$ cat config.mk
export PLATFORM = sky130hd
export DESIGN_NAME = mms_ctrl
export DESIGN_NICKNAME = d
export VERILOG_FILES = /design/src/rtl/mms_pkg.sv /design/src/rtl/mms_ctrl.sv
export SDC_FILE = /design/constraint.sdc
export NUM_CORES = 1
export LEC_CHECK = 0
export ABC_CLOCK_PERIOD_IN_PS = 4850
export BUFFER_PORTS_ARGS = -buffer_cell sky130_fd_sc_hd__buf_4
export CORE_UTILIZATION = 24
export DETAILED_ROUTE_END_ITERATION = 8
export GPL_TIMING_DRIVEN = 0
export SYNTH_ARGS = -nofsm -noshare
export SYNTH_HDL_FRONTEND = slang
export SYNTH_SLANG_ARGS = --single-unit
$ cat constraint.sdc
create_clock -name clk -period 4.85 [get_ports clk]
set_input_delay 0.97 -clock clk [delete_from_list [all_inputs] [get_ports clk]]
set_output_delay 0.97 -clock clk [all_outputs]
set_load 0.02 [all_outputs]
$ cat src/rtl/mms_pkg.sv
// Shared types and constants of the marginal scaling block.
// Depends on nothing; every other file imports it.
package mms_pkg;

	localparam int DEF_MAX_COLS  = 16;
	localparam int DEF_MAX_ROWS  = 16;
	localparam int DEF_FRAC_BITS = 24;

	localparam logic [4:0]  RST_NUM_COLS   = 5'd16;
	localparam logic [4:0]  RST_NUM_ROWS   = 5'd16;
	localparam logic [31:0] RST_TOLERANCE  = 32'd1678;
	localparam logic [15:0] RST_STEP_LIMIT = 16'd100;

	typedef enum logic [1:0] {
		REG_NUM_COLS   = 2'd0,
		REG_NUM_ROWS   = 2'd1,
		REG_TOLERANCE  = 2'd2,
		REG_STEP_LIMIT = 2'd3
	} reg_idx_t;

	typedef enum logic [2:0] {
		MODE_WR_ENTRY = 3'd0,
		MODE_WR_CTGT  = 3'd1,
		MODE_WR_RTGT  = 3'd2,
		MODE_RUN      = 3'd3,
		MODE_RD_ENTRY = 3'd4
	} mode_t;

	typedef enum logic [1:0] {
		STAT_CONV  = 2'd0,
		STAT_LIMIT = 2'd1,
		STAT_ZERO  = 2'd2,
		STAT_READ  = 2'd3
	} stat_t;

	typedef enum logic [3:0] {
		ST_IDLE, ST_RD_WAIT, ST_PASS, ST_SUM_RD, ST_SUM_ACC, ST_SUM_END,
		ST_SCL_LD, ST_SCL_GAP, ST_DIV, ST_SCL_RD, ST_SCL_MUL, ST_SCL_WR,
		ST_PH_END, ST_REPLY
	} state_t;

	typedef struct packed {
		logic host_wr_entry;
		logic host_wr_ctgt;
		logic host_wr_rtgt;
		logic host_rd;
		logic sum_acc;
		logic acc_first;
		logic sum_store;
		logic step_clr;
		logic gap_upd;
		logic div_start;
		logic mul;
		logic scl_wr;
		logic res_read;
		logic res_run;
		logic row_phase;
	} cmd_t;

	typedef struct packed {
		logic acc_zero;
		logic div_busy;
		logic step_below;
	} sts_t;

endpackage

$ cat src/rtl/mms_ctrl.sv
// Controller: sequences host accesses and the column and row passes of a run.
// Depends on mms_pkg.
module mms_ctrl import mms_pkg::*; #(
	parameter int MAX_COLS = DEF_MAX_COLS,
	parameter int MAX_ROWS = DEF_MAX_ROWS,
	parameter int CIW      = 4,
	parameter int RIW      = 4
) (
	input  logic           clk,
	input  logic           arst_n,
	input  logic           start,
	input  logic [2:0]     mode,
	input  logic [4:0]     num_cols,
	input  logic [4:0]     num_rows,
	input  logic [15:0]    step_limit,
	input  sts_t           sts,
	output cmd_t           cmd,
	output logic [RIW-1:0] r_idx,
	output logic [CIW-1:0] c_idx,
	output logic           busy,
	output logic           done,
	output logic [1:0]     status,
	output logic [15:0]    steps_taken
);
	localparam int CW = $clog2(MAX_COLS + 1);
	localparam int RW = $clog2(MAX_ROWS + 1);

	state_t        state_q, state_d;
	logic [CW-1:0] c_cnt_q, nc;
	logic [RW-1:0] r_cnt_q, nr;
	logic          row_q;
	logic [15:0]   pass_q;
	stat_t         stat_q, stat_d;
	logic          stat_ld, pass_clr, pass_inc, ph_clr, ph_row;
	logic          in_clr, in_inc, out_clr, out_inc;
	logic          c_last, r_last, in_last, out_last, in_zero;

	// out-of-range sizes: zero acts as one, too large acts as the maximum
	always_comb begin
		if (num_cols == 5'd0) nc = CW'(1);
		else if (32'(num_cols) > 32'(MAX_COLS)) nc = CW'(MAX_COLS);
		else nc = CW'(num_cols);
		if (num_rows == 5'd0) nr = RW'(1);
		else if (32'(num_rows) > 32'(MAX_ROWS)) nr = RW'(MAX_ROWS);
		else nr = RW'(num_rows);
	end

	assign c_last   = (c_cnt_q == nc - 1'b1);
	assign r_last   = (r_cnt_q == nr - 1'b1);
	assign in_last  = row_q ? c_last : r_last;
	assign out_last = row_q ? r_last : c_last;
	assign in_zero  = row_q ? (c_cnt_q == '0) : (r_cnt_q == '0);

	always_ff @(posedge clk or negedge arst_n) begin
		if (!arst_n) begin
			state_q <= ST_IDLE;
		end else begin
			state_q <= state_d;
		end
	end

	always_ff @(posedge clk or negedge arst_n) begin
		if (!arst_n) begin
			c_cnt_q <= '0;
			r_cnt_q <= '0;
			row_q   <= 1'b0;
			pass_q  <= '0;
			stat_q  <= STAT_CONV;
		end else begin
			if (ph_clr) row_q <= 1'b0;
			else if (ph_row) row_q <= 1'b1;
			if (pass_clr) pass_q <= '0;
			else if (pass_inc) pass_q <= pass_q + 16'd1;
			if (stat_ld) stat_q <= stat_d;
			// inner runs along rows in the column phase, along columns in the row phase
			if (in_clr) begin
				if (row_q) c_cnt_q <= '0;
				else r_cnt_q <= '0;
			end
			if (out_clr) begin
				if (row_q) r_cnt_q <= '0;
				else c_cnt_q <= '0;
			end
			if (in_inc) begin
				if (row_q) c_cnt_q <= c_cnt_q + 1'b1;
				else r_cnt_q <= r_cnt_q + 1'b1;
			end
			if (out_inc) begin
				if (row_q) r_cnt_q <= r_cnt_q + 1'b1;
				else c_cnt_q <= c_cnt_q + 1'b1;
			end
		end
	end

	always_comb begin
		state_d  = state_q;
		cmd      = '0;
		stat_d   = STAT_CONV;
		stat_ld  = 1'b0;
		pass_clr = 1'b0;
		pass_inc = 1'b0;
		ph_clr   = 1'b0;
		ph_row   = 1'b0;
		in_clr   = 1'b0;
		in_inc   = 1'b0;
		out_clr  = 1'b0;
		out_inc  = 1'b0;
		done     = 1'b0;
		cmd.row_phase = row_q;
		case (state_q)
			ST_IDLE: begin
				if (start) begin
					case (mode)
						MODE_WR_ENTRY: cmd.host_wr_entry = 1'b1;
						MODE_WR_CTGT:  cmd.host_wr_ctgt = 1'b1;
						MODE_WR_RTGT:  cmd.host_wr_rtgt = 1'b1;
						MODE_RUN: begin
							pass_clr = 1'b1;
							state_d  = ST_PASS;
						end
						MODE_RD_ENTRY: begin
							cmd.host_rd = 1'b1;
							state_d     = ST_RD_WAIT;
						end
						default: ;
					endcase
				end
			end
			ST_RD_WAIT: begin
				cmd.res_read = 1'b1;
				stat_d       = STAT_READ;
				stat_ld      = 1'b1;
				state_d      = ST_REPLY;
			end
			ST_PASS: begin
				if (pass_q == step_limit) begin
					stat_d      = STAT_LIMIT;
					stat_ld     = 1'b1;
					cmd.res_run = 1'b1;
					state_d     = ST_REPLY;
				end else begin
					pass_inc     = 1'b1;
					cmd.step_clr = 1'b1;
					ph_clr       = 1'b1;
					in_clr       = 1'b1;
					out_clr      = 1'b1;
					state_d      = ST_SUM_RD;
				end
			end
			ST_SUM_RD: state_d = ST_SUM_ACC;
			ST_SUM_ACC: begin
				cmd.sum_acc   = 1'b1;
				cmd.acc_first = in_zero;
				if (in_last) begin
					state_d = ST_SUM_END;
				end else begin
					in_inc  = 1'b1;
					state_d = ST_SUM_RD;
				end
			end
			ST_SUM_END: begin
				if (sts.acc_zero) begin
					stat_d      = STAT_ZERO;
					stat_ld     = 1'b1;
					cmd.res_run = 1'b1;
					state_d     = ST_REPLY;
				end else begin
					cmd.sum_store = 1'b1;
					in_clr        = 1'b1;
					if (out_last) begin
						out_clr = 1'b1;
						state_d = ST_SCL_LD;
					end else begin
						out_inc = 1'b1;
						state_d = ST_SUM_RD;
					end
				end
			end
			ST_SCL_LD: state_d = ST_SCL_GAP;
			ST_SCL_GAP: begin
				cmd.gap_upd   = 1'b1;
				cmd.div_start = 1'b1;
				state_d       = ST_DIV;
			end
			ST_DIV: begin
				if (!sts.div_busy) state_d = ST_SCL_RD;
			end
			ST_SCL_RD: state_d = ST_SCL_MUL;
			ST_SCL_MUL: begin
				cmd.mul = 1'b1;
				state_d = ST_SCL_WR;
			end
			ST_SCL_WR: begin
				cmd.scl_wr = 1'b1;
				if (in_last) begin
					in_clr = 1'b1;
					if (out_last) begin
						out_clr = 1'b1;
						state_d = ST_PH_END;
					end else begin
						out_inc = 1'b1;
						state_d = ST_SCL_LD;
					end
				end else begin
					in_inc  = 1'b1;
					state_d = ST_SCL_RD;
				end
			end
			ST_PH_END: begin
				if (!row_q) begin
					ph_row  = 1'b1;
					state_d = ST_SUM_RD;
				end else if (sts.step_below) begin
					stat_d      = STAT_CONV;
					stat_ld     = 1'b1;
					cmd.res_run = 1'b1;
					state_d     = ST_REPLY;
				end else begin
					state_d = ST_PASS;
				end
			end
			ST_REPLY: begin
				done    = 1'b1;
				state_d = ST_IDLE;
			end
			default: state_d = ST_IDLE;
		endcase
	end

	assign r_idx       = r_cnt_q[RIW-1:0];
	assign c_idx       = c_cnt_q[CIW-1:0];
	assign busy        = (state_q != ST_IDLE);
	assign status      = stat_q;
	assign steps_taken = pass_q;
endmodule

==> run metrics <==
via-per-instance ratio 4.91; Post-synth top cells dfrtp_1, nor2_1, nand2_1; worst slew pin tran 0.698 ns; leakage power 1.64 nW; area of the multi-input gates 1690 µm²; CTS resizes 0; postcts setup bufs 0; Clk pin slew, worst setup/hold paths 0.06 ns; Sw Share 43.7%; power density cells 521 nW/µm²; largest net degree at the start of global routing 34; CTS HTree Levels 2; global-route wire length before repair 12400 µm; clock period minus worst slack 3.84 ns; initial DRC count 124; Max VDD drop 218 µV; synthesized flop and latch total 33; slowest cell on the critical path nor4_1; Comb power frac 55.3%; fin nets 462; synthesized area per cell 8.07 µm²; register area 826 µm²; non-filler cells, final 561; CTS Sinks 33; Die W 108 µm; Tcrit/Tclk final 79.2%; Synth Flop Type dfrtp_1; outcome completed; Post-synth EDFFs 0; Async SR Flop Fraction 100%; number of max-cap violations 0; routability cong. 0.877; crit path capture type primary output; Min Hold Slack 0.512 ns; CTS root buf clkbuf_16; Slew headroom 53.2%; total negative slack 0 ns; placed instance count 553; syn_nets 378; maximum clock frequency 0.260 GHz; Clk pwr share 19.8%; Vias 2752; RSZ-0062 raised after global routing false; Final Max Tran Viols 0; DRT Pass-1 Iters 4; cell count after synthesis 336; top cell type's share of synthesized area 30.5%; Synth Cell Area 2710 µm²; Area Overhead vs Synth 34.1%; Final ANT Viol Nets 0; CP startpoint kind primary input; most common cell in the netlist dfrtp_1; P_sw 0.828 mW; gr usage total 13.4%; CP peak stage delay 0.30 ns; drt total wl 7720 µm; Reg power frac 24.9%; layout cell share with drive strength beyond 1 25.9%; vias in the first global route 2644; Yosys Warn Count 0; # hold bufs at CTS 0; CTS tree yes; grt ovf 0; PortBufs 77; leading area contributor after synthesis dfrtp_1; Critical Path RT 3.88 ns; WS Path Type in2out; initial antenna violation count 0; CTS buffer count 5; CP dominant cell by count buf_4; Synth cell types 53; Arr. time, crit path 2.87 ns; clock insertion delay at the later pin of the skew report 0.28 ns; Largest delay share family, worst path buffers and inverters; Hold WC Path Type reg2reg; Worst Skew 0.00978 ns; fillcell total 1141; Max FO, Critical Path 10; Post-DP HPWL 5960 µm; drt wl/cell 13.8 µm; core area 10900 µm²; crit-path cells buf_4 -> xor2_1 -> nor4_1 -> nand4_1 -> and2_1 -> clkbuf_1 -> clkbuf_1 -> buf_4 -> buf_4; starting density of the core 24.8%; DIE AREA 11700 µm²; n_diodes 0; Buffers & Inverters on Critical Path 5; DRC viols 0; Die H 108 µm; Final Hold Violating Endpoints 0; top post-synthesis cells by area dfrtp_1, xor2_1, o21ai_0; Int Pwr 1.07 mW; std cell rows 38; Power, Total 1.89 mW; IO Count 78; sequential area share after synthesis 30.5%; final setup vio count 0; CTS Buffer Depth 2
-- worst min-delay path: cells and delay by family (launching register included) --
family	cells	cell delay, ns
flops	1	0.35
simple gates	2	0.13
-- sequential cells by signal, summed over array words and instances (netlist names) --
signal / flops
c_cnt_q: 5
steps_taken: 16
r_cnt_q: 5
status: 2
row_q: 1
state_q: 4
-- per-layer routing --
metal  global-route usage, %  part of all wire (%)  wire [µm]  vias up
li1                        -                     -          -     1354
met1                    16.7                    45       3470     1314
met2                    23.6                    50       3850       80
met3                    2.89                   4.8        367        4
met4                    2.99                  0.44         34        0
met5                       0                     0          0        -
-- power by group through the flow --
stage	Sequential, mW	Clock (mW)	Combinational, mW
2_1_floorplan	0.471	0	0.728
3_3_place_gp	0.475	0	1.03
3_5_place_dp	0.477	0	1.05
4_1_cts	0.473	0.382	1.05
5_1_grt	0.489	0.396	1.15
6_report	0.471	0.374	1.05
-- through the flow --
step                area (µm²)  utilization [%]  worst slack (ns)
finish                    3640             33.2              1.01
global route              3640             33.2             0.778
CTS                       3640             33.2             0.966
detailed placement        3460             31.7             0.968
global placement          3460             31.7              1.00
floorplan                 2710                -              1.39
-- logic make-up after synthesis --
logic type               count (synthesis)  synth area share [%]
AO/OA/AOI/OAI                           74                  18.2
multiplexers                             4                  1.57
AND/OR/NAND/NOR                        142                  28.0
buffers and inverters                   41                  7.24
flip-flops                              33                  30.5
XOR/XNOR                                35                  11.3
adder cells (fa/ha/maj)                  7                  3.23
-- cells in the final DEF (no fill, tap or decap), drive strengths merged, types with 3 or more instances in the layout --
master	n
o31a	3
nor4	8
nand2b	8
nand4	9
clkbuf	15
or3	11
and3	4
xor2	25
nor2	28
xnor2	10
nand3	17
and2	6
nor2b	4
o21ai	26
a21oi	17
inv	18
a22o	4
ha	7
buf	89
nor3	11
nand2	27
a211oi	4
dfrtp	33
o22ai	3
-- layout make-up --
class / count / area share (%)
clock inverter: 3 / 1.27
buffer: 22 / 3.44
tap: 140 / 4.82
clock buffer: 5 / 3.44
sequential: 33 / 22.7
timing repair buffer: 77 / 15.9
inverter: 19 / 1.96
multi-input combinational: 262 / 46.5
-- final timing paths --
check                         startpoint  depth (start not counted)  slack (ns)        endpoint
min                            status[0]                          2        0.51       status[0]
max in group asynchronous         arst_n                          1        3.88  steps_taken[4]
max reg2reg                   state_q[2]                          8        2.20  steps_taken[9]
max                        step_limit[7]                          9        1.01          cmd[7]
min reg2reg                    status[0]                          2        0.51       status[0]
min in group asynchronous         arst_n                          1        0.64  steps_taken[7]
No activity file was read; power rests on OpenSTA's default activity.
